### src/rtl/core/assert_macros.svh
// assertion macros for the asserting rtl files
`ifndef ASSERT_MACROS_SVH
`define ASSERT_MACROS_SVH

// property checked on every rising clock edge outside reset
`define ASSERT_ALWAYS(label, prop, msg) \
	label: assert property (@(posedge clk) disable iff (!arst_n) prop) else $error(msg);

// consequent must hold the cycle after the antecedent
`define ASSERT_NEXT(label, ante, cons, msg) \
	label: assert property (@(posedge clk) disable iff (!arst_n) ante |=> cons) else $error(msg);

`endif

### src/rtl/core/sha1nm_pkg.sv
// types and constants for the sha-1 nonce match search
`timescale 1ns / 1ps

package sha1nm_pkg;

	localparam int ROUNDS = 80;
	localparam logic [7:0] MAX_MATCH = 8'd160;

	// configuration register indexes
	localparam int CFG_IDX_W = 3;
	localparam logic [CFG_IDX_W-1:0] CFG_BASE_01   = 3'd0;
	localparam logic [CFG_IDX_W-1:0] CFG_BASE_23   = 3'd1;
	localparam logic [CFG_IDX_W-1:0] CFG_BASE_45   = 3'd2;
	localparam logic [CFG_IDX_W-1:0] CFG_BASE_67   = 3'd3;
	localparam logic [CFG_IDX_W-1:0] CFG_TARGET_01 = 3'd4;
	localparam logic [CFG_IDX_W-1:0] CFG_TARGET_23 = 3'd5;
	localparam logic [CFG_IDX_W-1:0] CFG_TARGET_4  = 3'd6;
	localparam logic [CFG_IDX_W-1:0] CFG_DIFFICULTY = 3'd7;

	// round function selection
	localparam logic [1:0] F_CH  = 2'd0;
	localparam logic [1:0] F_PAR = 2'd1;
	localparam logic [1:0] F_MAJ = 2'd2;

	localparam logic [31:0] ROUND_K [4] = '{
		32'h5A827999, 32'h6ED9EBA1, 32'h8F1BBCDC, 32'hCA62C1D6
	};

	localparam logic [31:0] INIT_H [5] = '{
		32'h67452301, 32'hEFCDAB89, 32'h98BADCFE, 32'h10325476, 32'hC3D2E1F0
	};

	localparam logic [31:0] PAD_WORD = 32'h80000000;
	localparam logic [31:0] LEN_WORD = 32'h00000100;

	typedef struct packed {
		logic [63:0] nonce;
		logic [63:0] job_tag;
	} cand_t;

	typedef struct packed {
		logic [63:0] found_nonce;
		logic [7:0]  prefix_len;
		logic [31:0] digest_w0;
		logic [31:0] digest_w1;
		logic [31:0] digest_w2;
		logic [31:0] digest_w3;
		logic [31:0] digest_w4;
		logic [63:0] result_tag;
	} hit_t;

	// working variables plus the sliding 16-word schedule window
	typedef struct packed {
		logic [31:0]       a;
		logic [31:0]       b;
		logic [31:0]       c;
		logic [31:0]       d;
		logic [31:0]       e;
		logic [15:0][31:0] w;
		logic [63:0]       nonce;
		logic [63:0]       tag;
	} round_state_t;

	typedef struct packed {
		logic [4:0][31:0] word;
	} target_t;

endpackage

### src/rtl/core/sha1nm_round_cell.sv
// one sha-1 round cell of the unrolled chain
`timescale 1ns / 1ps

module sha1nm_round_cell #(
	parameter int ROUND = 0
) (
	input  logic                     clk,
	input  logic                     arst_n,
	input  logic                     en,
	input  logic                     up_valid,
	input  sha1nm_pkg::round_state_t up,
	output logic                     dn_valid,
	output sha1nm_pkg::round_state_t dn
);

	localparam logic [1:0] KSEL = 2'(ROUND / 20);
	localparam logic [31:0] K = sha1nm_pkg::ROUND_K[KSEL];
	localparam logic [1:0] FSEL = (ROUND < 20) ? sha1nm_pkg::F_CH :
		((ROUND >= 40 && ROUND < 60) ? sha1nm_pkg::F_MAJ : sha1nm_pkg::F_PAR);

	logic                     valid_q;
	sha1nm_pkg::round_state_t st_q;
	sha1nm_pkg::round_state_t st_d;
	logic [31:0]              f;
	logic [31:0]              sched;

	always_comb begin
		case (FSEL)
			sha1nm_pkg::F_CH: begin
				f = (up.b & up.c) | (~up.b & up.d);
			end
			sha1nm_pkg::F_MAJ: begin
				f = (up.b & up.c) | (up.b & up.d) | (up.c & up.d);
			end
			default: begin
				f = up.b ^ up.c ^ up.d;
			end
		endcase
	end

	// next schedule word enters at the top of the window
	assign sched = up.w[13] ^ up.w[8] ^ up.w[2] ^ up.w[0];

	always_comb begin
		st_d       = up;
		st_d.a     = {up.a[26:0], up.a[31:27]} + f + up.e + K + up.w[0];
		st_d.b     = up.a;
		st_d.c     = {up.b[1:0], up.b[31:2]};
		st_d.d     = up.c;
		st_d.e     = up.d;
		st_d.w     = {{sched[30:0], sched[31]}, up.w[15:1]};
	end

	always_ff @(posedge clk or negedge arst_n) begin
		if (!arst_n) begin
			valid_q <= 1'b0;
		end else if (en) begin
			valid_q <= up_valid;
		end
	end

	always_ff @(posedge clk) begin
		if (en) begin
			st_q <= st_d;
		end
	end

	assign dn_valid = valid_q;
	assign dn       = st_q;

endmodule

### config.mk
export PLATFORM = sky130hd
export DESIGN_NAME = sha1nm_round_cell
export DESIGN_NICKNAME = d
export VERILOG_FILES = /design/src/rtl/core/assert_macros.svh /design/src/rtl/core/sha1nm_pkg.sv /design/src/rtl/core/sha1nm_round_cell.sv
export SDC_FILE = /design/constraint.sdc
export NUM_CORES = 1
export LEC_CHECK = 0
export BUFFER_PORTS_ARGS = -buffer_cell sky130_fd_sc_hd__buf_4
export CAP_MARGIN = 20
export CORE_AREA = 2 2 621 623
export CTS_CLUSTER_SIZE = 28
export DETAILED_ROUTE_END_ITERATION = 10
export DIE_AREA = 0 0 623 625
export HOLD_SLACK_MARGIN = 0.03
export PLACE_DENSITY = 0.3
export SYNTH_ARGS = -nofsm -noshare
export SYNTH_HDL_FRONTEND = slang
export SYNTH_SLANG_ARGS = --single-unit
### constraint.sdc
create_clock -name clk -period 1.65 [get_ports clk]
set_input_delay 0.2475 -clock clk [delete_from_list [all_inputs] [get_ports clk]]
set_output_delay 0.2475 -clock clk [all_outputs]
set_load 0.02 [all_outputs]
== Word level (Yosys, flattened, before mapping) ==
Index checks and enable logic that the tools add are counted.
Widths: inputs -> output; s select.
Cells by class
  shift operators: 0
  add/sub/neg operators: 4
  equal/unequal tests: 0
  magnitude comparators: 0
  reductions and logical operators: 0
  mux-type cells: 0
  $mul: 0
  divide/modulo/power cells: 0
  bitwise gates (word level): 7
Operators by type and width (count)
  $add 32x32->32: 3
  $xor 32x32->32: 3
  $and 32x32->32: 2
  $add 32x31->32 const B: 1
  $not 32->32: 1
  $or 32x32->32: 1
Storage, ports and cells
  logic and storage cells: 35
  bits of input ports: 804
  memory bits (writable): 0
  ROM bits: 0
  latch bits: 0
  memories kept: 0
  register bits after elaboration: 801

== Logic depth before layout (Yosys ltp) ==
  depth after elaboration: 7
  mapped depth: 18

== Worst setup path after synthesis ==
No wires, ideal clock.
  path type: in2reg
  start: input port up[130] in the netlist's numbering
  end: register st_q, in the netlist dn[798], data pin
  stages: 14
  arrival: 3570 ps
  path slack: -2183 ps
  cell sequence: inv_1 -> fa_1 -> inv_1 -> fa_1 -> fa_1 -> ha_1 -> nor2b_1 -> a311o_1 -> a21oi_4 -> nand3_2 -> a221oi_4 -> o32ai_1 -> o41ai_2 -> xnor2_1
RTL lines
  start, declared: line sha1nm_round_cell.sv:11  | input sha1nm_pkg::round_state_t up,
  end signal, assigned: line sha1nm_round_cell.sv:64  | st_q <= st_d;
  end, declared: line sha1nm_round_cell.sv:22  | sha1nm_pkg::round_state_t st_q;

==> metrics <==
result of the run complete, but fails checks; failing checks negative setup slack; CP Class in2reg; fmax 313 MHz; worst slew pin tran 524 ps; cell area after synthesis 29100 µm²; reg-to-reg startpoint dn_valid; fin crit period 3190 ps; CTS H-Tree Depth 3; DPL Wire Length 251 mm; DRT Pass-1 Iters 5; via count 26000; PwrDens 1170 nW/µm²; Mapped Cells 1413; Hold Crit Endpoint dn[740]; clock sinks 801; DR vias/cell 2.74; num rows 228; clock-pin slew on the worst setup and hold paths 70 ps; Clock Latency Late Sink 830 ps; hold_sp up[772]; Max-slew headroom 0.649; Die Ht 625 µm; worst reg2reg path depth 2; max-slew violation count 0; GRT Total Usage 0.139; crit path DAT 3880 ps; count of different cell masters after synthesis 47; post-synthesis sequential area ratio 0.826; drt drc 0; Pleak 26.2 nW; fill count 42300; io pins 1605; Initial Util 0.0759; pre-CTS setup slack -2720 ps; WL/cell 29.6 µm; Max-Cap Viols 0; crit share post-route 1.94; total CTS buffers 120; Reg2Reg Capture Point dn_valid; WHS 130 ps; Setup crit end kind flip-flop; # nets final 5183; Hold Crit Depth 2; EDFF count, synth 800; final setup vio count 250; total power 77.4 mW; Syn Area/Cell 20.6 µm²; Routability Congestion 0.895; Die X 623 µm; Yosys reg bits 801; antenna-violating nets left 0; global-route wire length before repair 342 mm; CTS Root Cell clkbuf_16; CTS max path bufs 4; Hold/Removal Path Class in2reg; die area 389000 µm²; port bufs 1604; 1st-iter DRT viols 1439; Core Footprint 384000 µm²; RSZ-0062 raised after global routing yes; flop2flop setup slack 330 ps; Layout area overhead 128%; Peak supply drop 0.830 mV; Async S/R FF share, synth 0.00125; TritonCTS clock tree done; Crit Path Max Fanout 2; Worst Clk Skew 0 ps; Total Wirelength 282 mm; largest net degree at the start of global routing 47; final worst setup slack -1540 ps; CP Data Required Time 2340 ps; Critical Path Source Type input port; Final Hold Fails 0; Synth warnings 0; layout cells sized above 1 0.510; Top FF cell, synth edfxtp_1; syn nets 2341; vias in the first global route 27800; gr ovfl total 0; initial antenna violation count 319
-- metal layers --
metal / global-route usage / routed length, µm / part of all wire
met4: 0.0310 / 8380 / 0.030
met2: 0.251 / 143000 / 0.51
met1: 0.145 / 98800 / 0.35
met3: 0.0678 / 30900 / 0.11
met5: 0 / 1010 / 0.0036
-- layout make-up --
| class | count | area (µm²) | area share |
|---|---|---|---|
| diodes | 96 | 240 | 0.00362 |
| well taps | 5060 | 6330 | 0.0954 |
| clock inverters | 81 | 793 | 0.0119 |
| inverters | 169 | 677 | 0.0102 |
| repair buffers | 2725 | 26000 | 0.391 |
| clock buffers | 134 | 3120 | 0.0470 |
| flip-flops and latches | 801 | 24000 | 0.362 |
| multi-input cells | 438 | 5210 | 0.0785 |
-- sequential cells by signal (all words and copies together), names as in the netlist --
register	flops
dn	800
dn_valid	1
-- layout by cell type, fill, tap and decap left out, drive strengths merged, types with 5 or more instances in the layout --
cell         Yosys  routed
a31oi            5       5
nor2b            5       5
nand4            5       5
nand2           17      17
clkinv           0      46
a21oi           33      33
inv            169     174
mux2i           10      10
clkbuf           5     134
nor2            16      16
diode            0      96
bufinv           0      13
xor2            38      38
o21ai           19      19
fa              61      61
mux2            23      23
edfxtp         800     800
xnor2           92      92
dlygate4sd3      0     834
buf              0    1891
a21o             7       7
clkinvlp         0      17
ha              63      63
-- cell families after synthesis --
family / count (synthesis) / share of synthesized area
DFF: 801 / 0.826
AOI/OAI and AO/OA: 86 / 0.0193
and+or+nand+nor: 65 / 0.0115
muxes: 33 / 0.0123
xor gates and xnor gates: 130 / 0.0391
adders and majority gates: 124 / 0.0690
buffers and inverters: 174 / 0.0224
-- where the power goes --
group | total, mW | switching, mW | leakage [nW] | internal (mW)
combinational | 24.5 | 12.7 | 16.5 | 11.8
sequential | 26.2 | 1.19 | 7.84 | 25.0
clock | 26.6 | 11.1 | 1.88 | 15.5
total | 77.4 | 25.0 | 26.2 | 52.4
-- metrics by stage --
step | TNS (ps) | util | area [µm²] | std cells
floorplan | -45190 | - | 29300 | 1413
global placement | -65960 | 0.130 | 50000 | 8343
detailed placement | -65330 | 0.130 | 50000 | 8343
CTS | -115480 | 0.172 | 66000 | 9409
global route | -100300 | 0.173 | 66200 | 9447
finish | -43450 | 0.173 | 66400 | 9504
-- synthesized netlist by cell type (all sizes together) (3+ instances only) --
library cell | instances | area share
a211oi | 3 | 0.00077
a21boi | 4 | 0.0010
a21o | 7 | 0.0018
a21oi | 33 | 0.0062
a31oi | 5 | 0.0011
clkbuf | 5 | 0.00064
edfxtp | 800 | 0.83
fa | 61 | 0.042
ha | 63 | 0.027
inv | 169 | 0.022
mux2 | 23 | 0.0089
mux2i | 10 | 0.0034
nand2 | 17 | 0.0022
nand2b | 4 | 0.00086
nand3 | 3 | 0.00069
nand4 | 5 | 0.0011
nor2 | 16 | 0.0021
nor2b | 5 | 0.0011
nor3 | 4 | 0.00069
o21ai | 19 | 0.0033
o21bai | 4 | 0.0010
xnor2 | 92 | 0.028
xor2 | 38 | 0.011
-- how the worst max path moves through the flow --
stage	startpoint	to	slack, ps	depth (start not counted)
floorplan	up[134]	dn[798]	-2060	14
global placement	up[141]	dn[796]	-2650	18
detailed placement	up[141]	dn[796]	-2720	18
CTS	up[136]	dn[798]	-1530	18
global route	up[130]	dn[798]	-1640	16
finish	up[130]	dn[784]	-1540	16
-- timing repair --
action | CTS | global route
resized for setup | 921 | 31
endpoints found under the setup margin | 831 | 831
pin swaps | 45 | 24
hold buffers | 834 | 0
endpoints found under the hold margin | 847 | 0
buffers inserted | 21 | 7
-- worst max-delay path: stages --
cell	delay (ps)
buf_8	90
inv_8	40
fa_2	550
inv_2	40
fa_2	340
fa_2	560
ha_4	200
nor2b_4	130
a311o_2	380
a21oi_4	220
buf_6	140
o21bai_4	50
a21oi_2	180
o21ai_2	110
or4b_1	510
nand4b_1	100
(Power assumes the default switching activity.)
