===== config.mk =====
export PLATFORM = sky130hd
export DESIGN_NAME = sha1nm_finish
export DESIGN_NICKNAME = d
export VERILOG_FILES = /design/src/rtl/core/assert_macros.svh /design/src/rtl/core/sha1nm_pkg.sv /design/src/rtl/core/sha1nm_finish.sv
export SDC_FILE = /design/constraint.sdc
export NUM_CORES = 1
export LEC_CHECK = 0
export ABC_CLOCK_PERIOD_IN_PS = 6000
export BUFFER_PORTS_ARGS = -buffer_cell sky130_fd_sc_hd__buf_2
export CORE_AREA = 4 4 485 487
export DETAILED_ROUTE_END_ITERATION = 7
export DIE_AREA = 0 0 489 491
export HOLD_SLACK_MARGIN = 0.1
export PLACE_DENSITY_LB_ADDON = 0.08
export REMOVE_ABC_BUFFERS = 1
export SYNTH_ARGS = -nofsm -noshare
export SYNTH_HDL_FRONTEND = slang
export SYNTH_SLANG_ARGS = --single-unit

===== constraint.sdc =====
create_clock -name clk -period 6 [get_ports clk]
set_input_delay 0.9 -clock clk [delete_from_list [all_inputs] [get_ports clk]]
set_output_delay 0.9 -clock clk [all_outputs]
set_load 0.1 [all_outputs]

===== src/rtl/core/assert_macros.svh =====
// assertion macros for the asserting rtl files
`ifndef ASSERT_MACROS_SVH
`define ASSERT_MACROS_SVH

// property checked on every rising clock edge outside reset
`define ASSERT_ALWAYS(label, prop, msg) \
	label: assert property (@(posedge clk) disable iff (!arst_n) prop) else $error(msg);

// consequent must hold the cycle after the antecedent
`define ASSERT_NEXT(label, ante, cons, msg) \
	label: assert property (@(posedge clk) disable iff (!arst_n) ante |=> cons) else $error(msg);

`endif


===== src/rtl/core/sha1nm_pkg.sv =====
// types and constants for the sha-1 nonce match search
`timescale 1ns / 1ps

package sha1nm_pkg;

	localparam int ROUNDS = 80;
	localparam logic [7:0] MAX_MATCH = 8'd160;

	// configuration register indexes
	localparam int CFG_IDX_W = 3;
	localparam logic [CFG_IDX_W-1:0] CFG_BASE_01   = 3'd0;
	localparam logic [CFG_IDX_W-1:0] CFG_BASE_23   = 3'd1;
	localparam logic [CFG_IDX_W-1:0] CFG_BASE_45   = 3'd2;
	localparam logic [CFG_IDX_W-1:0] CFG_BASE_67   = 3'd3;
	localparam logic [CFG_IDX_W-1:0] CFG_TARGET_01 = 3'd4;
	localparam logic [CFG_IDX_W-1:0] CFG_TARGET_23 = 3'd5;
	localparam logic [CFG_IDX_W-1:0] CFG_TARGET_4  = 3'd6;
	localparam logic [CFG_IDX_W-1:0] CFG_DIFFICULTY = 3'd7;

	// round function selection
	localparam logic [1:0] F_CH  = 2'd0;
	localparam logic [1:0] F_PAR = 2'd1;
	localparam logic [1:0] F_MAJ = 2'd2;

	localparam logic [31:0] ROUND_K [4] = '{
		32'h5A827999, 32'h6ED9EBA1, 32'h8F1BBCDC, 32'hCA62C1D6
	};

	localparam logic [31:0] INIT_H [5] = '{
		32'h67452301, 32'hEFCDAB89, 32'h98BADCFE, 32'h10325476, 32'hC3D2E1F0
	};

	localparam logic [31:0] PAD_WORD = 32'h80000000;
	localparam logic [31:0] LEN_WORD = 32'h00000100;

	typedef struct packed {
		logic [63:0] nonce;
		logic [63:0] job_tag;
	} cand_t;

	typedef struct packed {
		logic [63:0] found_nonce;
		logic [7:0]  prefix_len;
		logic [31:0] digest_w0;
		logic [31:0] digest_w1;
		logic [31:0] digest_w2;
		logic [31:0] digest_w3;
		logic [31:0] digest_w4;
		logic [63:0] result_tag;
	} hit_t;

	// working variables plus the sliding 16-word schedule window
	typedef struct packed {
		logic [31:0]       a;
		logic [31:0]       b;
		logic [31:0]       c;
		logic [31:0]       d;
		logic [31:0]       e;
		logic [15:0][31:0] w;
		logic [63:0]       nonce;
		logic [63:0]       tag;
	} round_state_t;

	typedef struct packed {
		logic [4:0][31:0] word;
	} target_t;

endpackage


===== src/rtl/core/sha1nm_finish.sv =====
// digest feed-forward, match count against the target and difficulty filter
`timescale 1ns / 1ps

module sha1nm_finish (
	input  logic                     clk,
	input  logic                     arst_n,
	input  logic                     en,
	input  logic                     up_valid,
	input  sha1nm_pkg::round_state_t up,
	input  sha1nm_pkg::target_t      target,
	input  logic [7:0]               difficulty,
	output logic                     dn_valid,
	output sha1nm_pkg::hit_t         dn
);

	logic             valid_s1;
	logic [4:0][31:0] dig_s1;
	logic [63:0]      nonce_s1;
	logic [63:0]      tag_s1;

	logic             valid_s2;
	sha1nm_pkg::hit_t hit_s2;

	logic [4:0][31:0] diff;
	logic [7:0]       match;

	// leading zeros of a nonzero word, binary search
	function automatic logic [4:0] clz32(input logic [31:0] x);
		logic [31:0] v;
		logic [4:0]  n;
		begin
			v = x;
			n = 5'd0;
			if (v[31:16] == 16'd0) begin
				n[4] = 1'b1;
				v    = {v[15:0], 16'd0};
			end
			if (v[31:24] == 8'd0) begin
				n[3] = 1'b1;
				v    = {v[23:0], 8'd0};
			end
			if (v[31:28] == 4'd0) begin
				n[2] = 1'b1;
				v    = {v[27:0], 4'd0};
			end
			if (v[31:30] == 2'd0) begin
				n[1] = 1'b1;
				v    = {v[29:0], 2'd0};
			end
			if (v[31] == 1'b0) begin
				n[0] = 1'b1;
			end
			return n;
		end
	endfunction

	always_ff @(posedge clk or negedge arst_n) begin
		if (!arst_n) begin
			valid_s1 <= 1'b0;
			valid_s2 <= 1'b0;
		end else if (en) begin
			valid_s1 <= up_valid;
			valid_s2 <= valid_s1 && (match >= difficulty);
		end
	end

	always_ff @(posedge clk) begin
		if (en) begin
			dig_s1[0] <= up.a + sha1nm_pkg::INIT_H[0];
			dig_s1[1] <= up.b + sha1nm_pkg::INIT_H[1];
			dig_s1[2] <= up.c + sha1nm_pkg::INIT_H[2];
			dig_s1[3] <= up.d + sha1nm_pkg::INIT_H[3];
			dig_s1[4] <= up.e + sha1nm_pkg::INIT_H[4];
			nonce_s1  <= up.nonce;
			tag_s1    <= up.tag;
		end
	end

	assign diff = dig_s1 ^ target.word;

	// first differing word decides, word 0 msb first
	always_comb begin
		match = sha1nm_pkg::MAX_MATCH;
		for (int i = 4; i >= 0; i--) begin
			if (diff[i] != 32'd0) begin
				match = {3'(i), 5'd0} + {3'd0, clz32(diff[i])};
			end
		end
	end

	always_ff @(posedge clk) begin
		if (en) begin
			hit_s2.found_nonce <= nonce_s1;
			hit_s2.prefix_len  <= match;
			hit_s2.digest_w0   <= dig_s1[0];
			hit_s2.digest_w1   <= dig_s1[1];
			hit_s2.digest_w2   <= dig_s1[2];
			hit_s2.digest_w3   <= dig_s1[3];
			hit_s2.digest_w4   <= dig_s1[4];
			hit_s2.result_tag  <= tag_s1;
		end
	end

	assign dn_valid = valid_s2;
	assign dn       = hit_s2;

endmodule


# --- Word level (Yosys, flattened, before mapping) ---
# Index checks and enable logic that the tools add are counted.
classes:
  reduce_logical: 26
  magnitude_cmp: 1
  add_sub_neg: 9
  mux: 90
  bitwise_logic: 1
op_table:
  columns: ["operator", "count"]
  rows:
  - ["two-way mux 32 bit", 40]
  - ["nonzero test 32 bit", 5]
  - ["XOR 160 bit", 1]
  - ["adder 32 bit (second input constant)", 3]
  - ["zero test 16 bit", 5]
  - ["two-way mux 1 bit", 45]
  - ["zero test 8 bit", 5]
  - ["two-way mux 8 bit", 5]
  - ["adder 32 x 29 -> 32 bit (second input constant)", 1]
  - ["adder 32 x 31 -> 32 bit (second input constant)", 1]
  - ["zero test 4 bit", 5]
  - ["adder 7 x 5 -> 8 bit (first input constant)", 2]
  - ["zero test 2 bit", 5]
  - ["adder 8 x 5 -> 8 bit (first input constant)", 1]
  - [">= comparator 8 bit", 1]
  - ["adder 6 x 5 -> 7 bit (first input constant)", 1]
  - ["logical AND 1 bit", 1]
totals:
  register_bits: 586
  wordCells: 144
  output_inout_bits: 297

# --- Logic depth before layout (Yosys ltp) ---
logic_depth:
  word_depth: 23
  ltp_mapped: 20
  ltp_nobuf: 19

# --- Worst setup path after synthesis ---
# Ideal clock, no wire load.
synth_timing:
  kind: "input-to-reg"
  startpoint: "input target[58] (netlist name)"
  endpoint: "register valid_s2 (netlist: dn_valid)"
  setup_time_ns: 0.127
  cell_stages: 20
  setup_slack_ns: 1.312
  required_time_ns: 5.873
  t_arrival_ns: 4.561
  path_cell_list: "xor2_1 > or4_4 > or4_4 > buf_6 > nor2_1 > nor3b_1 > a211o_2 > nor2_1 > a211oi_1 > a21oi_1 > ha_1 > nand2b_1 > a21o_1 > a21o_1 > a21o_1 > a21o_1 > a21o_1 > a21o_1 > a21oi_1 > o22ai_1"
synth_via:
  elab_chain_len: 20
  word_cells_on_any_way: 29
synth_rtl:
  columns: ["item", "line_no", "source"]
  rows:
  - ["from (decl)", "sha1nm_finish.sv:10", "input sha1nm_pkg::target_t target,"]
  - ["XOR 160 bit (*)", "sha1nm_finish.sv:79", "assign diff = dig_s1 ^ target.word;"]
  - ["zero test 16 bit", "sha1nm_finish.sv:34", "if (v[31:16] == 16'd0) begin"]
  - ["two-way mux 32 bit", "sha1nm_finish.sv:34", null]
  - ["two-way mux 32 bit", "sha1nm_finish.sv:85", "if (diff[i] != 32'd0) begin"]
  - ["zero test 8 bit", "sha1nm_finish.sv:38", "if (v[31:24] == 8'd0) begin"]
  - ["two-way mux 32 bit", "sha1nm_finish.sv:38", null]
  - ["two-way mux 32 bit", "sha1nm_finish.sv:85", null]
  - ["zero test 4 bit", "sha1nm_finish.sv:42", "if (v[31:28] == 4'd0) begin"]
  - ["[... 3 more ...]", null, null]
  - ["two-way mux 32 bit", "sha1nm_finish.sv:46", "if (v[31:30] == 2'd0) begin"]
  - ["two-way mux 32 bit", "sha1nm_finish.sv:85", null]
  - ["two-way mux 1 bit", "sha1nm_finish.sv:50", "if (v[31] == 1'b0) begin"]
  - ["two-way mux 1 bit", "sha1nm_finish.sv:85", null]
  - ["adder 6 x 5 -> 7 bit", "sha1nm_finish.sv:86", "match = {3'(i), 5'd0} + {3'd0, clz32(diff[i])};"]
  - ["two-way mux 8 bit (*) (2 in series)", "sha1nm_finish.sv:85", null]
  - [">= comparator 8 bit (*)", "sha1nm_finish.sv:63", "valid_s2 <= valid_s1 && (match >= difficulty);"]
  - ["logical AND 1 bit (*)", "sha1nm_finish.sv:63", null]
  - ["to (signal assigned)", "sha1nm_finish.sv:63", null]
  - ["to (decl)", "sha1nm_finish.sv:21", "logic valid_s2;"]
# Mark *: on every way between the ends. The rest lies on a longest branch, timed or not. The select of a mux whose other input is x is not followed.
# A chain may end at the register's enable or synchronous reset.

# --- Worst setup path after layout ---
layout_timing:
  startpoint: "register dig_s1[156] (netlist name)"
  endpoint: "register valid_s2 (netlist: dn_valid)"
layout_via:
  elab_chain_len: 23
  word_cells_on_any_way: 32
layout_rtl:
  columns: ["item", "line_no", "source"]
  rows:
  - ["from (decl)", "sha1nm_finish.sv:17", "logic [4:0][31:0] dig_s1;"]
  - ["XOR 160 bit (*)", "sha1nm_finish.sv:79", null]
  - ["zero test 16 bit", "sha1nm_finish.sv:34", null]
  - ["two-way mux 32 bit", "sha1nm_finish.sv:34", null]
  - ["two-way mux 32 bit", "sha1nm_finish.sv:85", null]
  - ["zero test 8 bit", "sha1nm_finish.sv:38", null]
  - ["two-way mux 32 bit", "sha1nm_finish.sv:38", null]
  - ["two-way mux 32 bit", "sha1nm_finish.sv:85", null]
  - ["zero test 4 bit", "sha1nm_finish.sv:42", null]
  - ["[... 3 more ...]", null, null]
  - ["two-way mux 32 bit", "sha1nm_finish.sv:46", null]
  - ["two-way mux 32 bit", "sha1nm_finish.sv:85", null]
  - ["two-way mux 1 bit", "sha1nm_finish.sv:50", null]
  - ["two-way mux 1 bit", "sha1nm_finish.sv:85", null]
  - ["adder 8 x 5 -> 8 bit", "sha1nm_finish.sv:86", null]
  - ["two-way mux 8 bit (*) (5 in series)", "sha1nm_finish.sv:85", null]
  - [">= comparator 8 bit (*)", "sha1nm_finish.sv:63", null]
  - ["logical AND 1 bit (*)", "sha1nm_finish.sv:63", null]
# Marks and branches as above.

==> results.tsv <==
stage	metric	value	unit
outcome	status	finished, final reports clean	
critical_path	Data required, critical path	6.57	ns
critical_path	R2R Path Start	dig_s1[156]$_DFFE_PP_	
pwr	Pwr Density	357	nW/um2
finish	Final Util	0.152	
pwr	VDD IR max	0.204	mV
sta	Max Fclk	179	MHz
pwr	net switching power	4.12	mW
clocking	Max Buffers Root-to-Sink	3	
global_routing	first-pass GRT wire length	162000	um
global_routing	vias in the first global route	17900	
min_path	worst min path class	input port to register	
logic_synthesis	number of flops mapped to enable cells by yosys	584	
detailed_routing	first-iteration detailed-routing DRC count	937	
critical_path	r2r endpoint	dn_valid$_DFFE_PN0P_	
logic_synthesis	Ys Warns	0	
die	io pins	1269	
die	row count	177	
die	full die area	240000	um2
critical_path	Stages on worst setup path	20	
sta	Slew Viols, Final	0	
clocking	Clock Latency Late Sink	0.71	ns
critical_path	R2R setup slack	0.41	ns
die	Die X-Extent	489	um
critical_path	CP Class	register to register	
pwr	Comb power frac	0.184	
critical_path	crit path to	dn_valid$_DFFE_PN0P_	
global_routing	largest net degree at the start of global routing	126	
logic_synthesis	flops & latches, synth	586	
pwr	Cell Int Power	8.48	mW
clocking	htree depth	3	
sta	Rel. slew slack	0.420	
clocking	CTS tree	yes	
clocking	CTS resizes	0	
logic_synthesis	Synth top area share	0.742	
critical_path	CP Capture Type	register	
logic_synthesis	Post-synth top flop	edfxtp_1	
place	placed cell areas	32300	um2
logic_synthesis	Async SR Flop Fraction	0.00341	
logic_synthesis	Syn Inst Count	1468	
sta	shortest period the worst path allows	5.59	ns
pwr	share of power burned in registers	0.406	
place	GPL Wtd Cong	0.799	
sta	unrepaired setup endpoints after global routing	false	
die	DIE HEIGHT	491	um
critical_path	Worst EP arrival	6.16	ns
critical_path	slowest stage delay, CP	0.74	ns
finish	design area	35300	um2
critical_path	reg2reg path depth	20	
place	Final HPWL DP	104000	um
detailed_routing	total wire length	125000	um
finish	area growth from synthesis to layout	49.2	%
sta	final worst setup slack	0.406	ns
critical_path	startpoint types	register	
critical_path	critical path's slowest cell	o31ai_1	
global_routing	Tot GR Track Use	0.100	
pwr	Pleak	13.0	nW
clocking	CTS sink count	586	
sta	fin crit share	0.932	
clocking	clock buffer count from CTS	84	
detailed_routing	via count	16900	
finish	commonest non-fill, non-tap cell in the layout	buf_2	
sta	skew final	0.0540	ns
clocking	Setup Fix Bufs, Post-CTS	0	
die	Initial Util	0.102	
sta	Hold Vio Cnt, Final	0	
sta	Worst-Margin Slew	0.862	ns
logic_synthesis	Cell Area, Synth	23600	um2
critical_path	worst-path cell chain	xor2_1 > or2_1 > or4_1 > nor2_2 > a221oi_1 > and2_0 > a22o_1 > o31ai_1 > a21oi_1 > ha_1 > nand2b_1 > a21o_1 > a21o_1 > a21o_1 > a21o_1 > a21o_1 > a21o_1 > a21oi_1 > buf_4 > o22ai_1	
detailed_routing	post-route ant nets	0	
critical_path	Crit path max-delay family	compound AO/OA/AOI/OAI gates	
finish	nets	3423	
detailed_routing	first-pass iteration count of the detailed router	5	
finish	share of layout cells above drive strength 1	0.414	
sta	Hold WS	0.350	ns
detailed_routing	DR vias/cell	3.02	
pwr	sw frac	0.327	
critical_path	CP max FO	6	
pwr	clock share of power	0.410	
logic_synthesis	register area share after synthesis	0.744	
critical_path	Buf/Inv on CP	1	
global_routing	initial antenna violation count	145	
detailed_routing	Post-route DRC	0	
die	core area	231000	um2
logic_synthesis	Synth area leader	edfxtp_1	
place	I/O Buffers	756	
logic_synthesis	synth unique cells	75	
logic_synthesis	Mapped Avg Cell Area	16.1	um2
logic_synthesis	synth top area cells	edfxtp_1, xnor2_1, xor2_1	
place	post-place setup slack	-0.342	ns
finish	most frequent cells in the layout	buf_2, edfxtp_1, xnor2_1	
clocking	CTS root buffer	clkbuf_16	
sta	Final Setup Violations	0	
global_routing	global route overflow	0	
critical_path	Critical Path Source	dig_s1[156]$_DFFE_PP_	
critical_path	crit-path most repeated cell	a21o_1	
detailed_routing	routed len/inst	22.3	um
clocking	Clock Pin Slew Worst Setup and Hold Paths	0.06	ns
min_path	min-delay src	up[53]	
flow_run	max cap viols	0	
[cell usage after synthesis, drive strengths merged (8+ instances only)]
cell and instances:
a21boi 9, nand4 16, inv 33, o31ai 11, ha 13, a221oi 9, nor2 81, a31oi 15
a21oi 30, nand2b 11, nor4 20, xor2 143, nand2 89, edfxtp 584, and2 10, o21ai 53
or4 9, nand3 18, xnor2 153, a21o 16, and3 9, a211oi 11, nor3 22, o21bai 8
[cells by family after synthesis]
group | Yosys count | share of synthesized area
compound gates | 214 | 0.0626
flops | 586 | 0.744
mux | 3 | 0.00138
simple gates | 318 | 0.0691
xor+xnor | 296 | 0.110
fa+ha+maj | 13 | 0.00688
buf+inv | 38 | 0.00640
[state kept, by name (all words and copies together) (netlist names)]
register	cells
dig_s1	160
dn_valid	1
tag_s1	64
valid_s1	1
dn	296
nonce_s1	64
[routing by layer]
metal	vias up	track usage	wire [um]
li1	7608	-	-
met1	8032	0.114	49000
met2	868	0.157	54900
met3	297	0.0546	15500
met4	94	0.0370	4810
met5	-	0	596
[area by class of cell]
type / count / area, um2
multi-input cells: 844 / 5910
clock inverters: 47 / 641
clock buffers: 104 / 2200
well taps: 3043 / 3810
fillers: 25700 / 196000
repair buffers: 889 / 4870
inverters: 33 / 124
flip-flops and latches: 586 / 17600
diodes: 53 / 133
[what timing repair did]
action / CTS / global route
hold buffers: 1 / 0
setup endpoints to repair: 0 / 0
hold endpoints to repair: 2 / 0
[worst min path at each step]
stage | to | slack (ns) | cells after the start
after floorplan | dn[0]$_DFFE_PP_ | 0.40 | 0
after global placement | dn[239]$_DFFE_PP_ | 0.40 | 0
after detailed placement | dn[0]$_DFFE_PP_ | 0.40 | 0
after CTS | tag_s1[53]$_DFFE_PP_ | 0.23 | 1
after global routing | tag_s1[53]$_DFFE_PP_ | 0.26 | 1
final | tag_s1[53]$_DFFE_PP_ | 0.35 | 1
[per-stage QoR]
| step | total power [mW] | TNS [ns] | cells |
|---|---|---|---|
| after floorplan | 6.58 | 0 | 1463 |
| after global placement | 7.59 | -0.324 | 5394 |
| after detailed placement | 7.58 | -0.342 | 5394 |
| after CTS | 13.0 | 0 | 5546 |
| after global routing | 13.2 | 0 | 5576 |
| final | 12.6 | 0 | 5599 |
[power groups by stage]
stage / Clock [mW] / Combinational, mW / Sequential (mW)
after floorplan: 0 / 0.398 / 6.18
after global placement: 0 / 2.38 / 5.21
after detailed placement: 0 / 2.37 / 5.21
after CTS: 5.49 / 2.38 / 5.13
after global routing: 5.61 / 2.46 / 5.16
final: 5.17 / 2.32 / 5.11
Note: power is estimated with default switching activity, not from simulation.
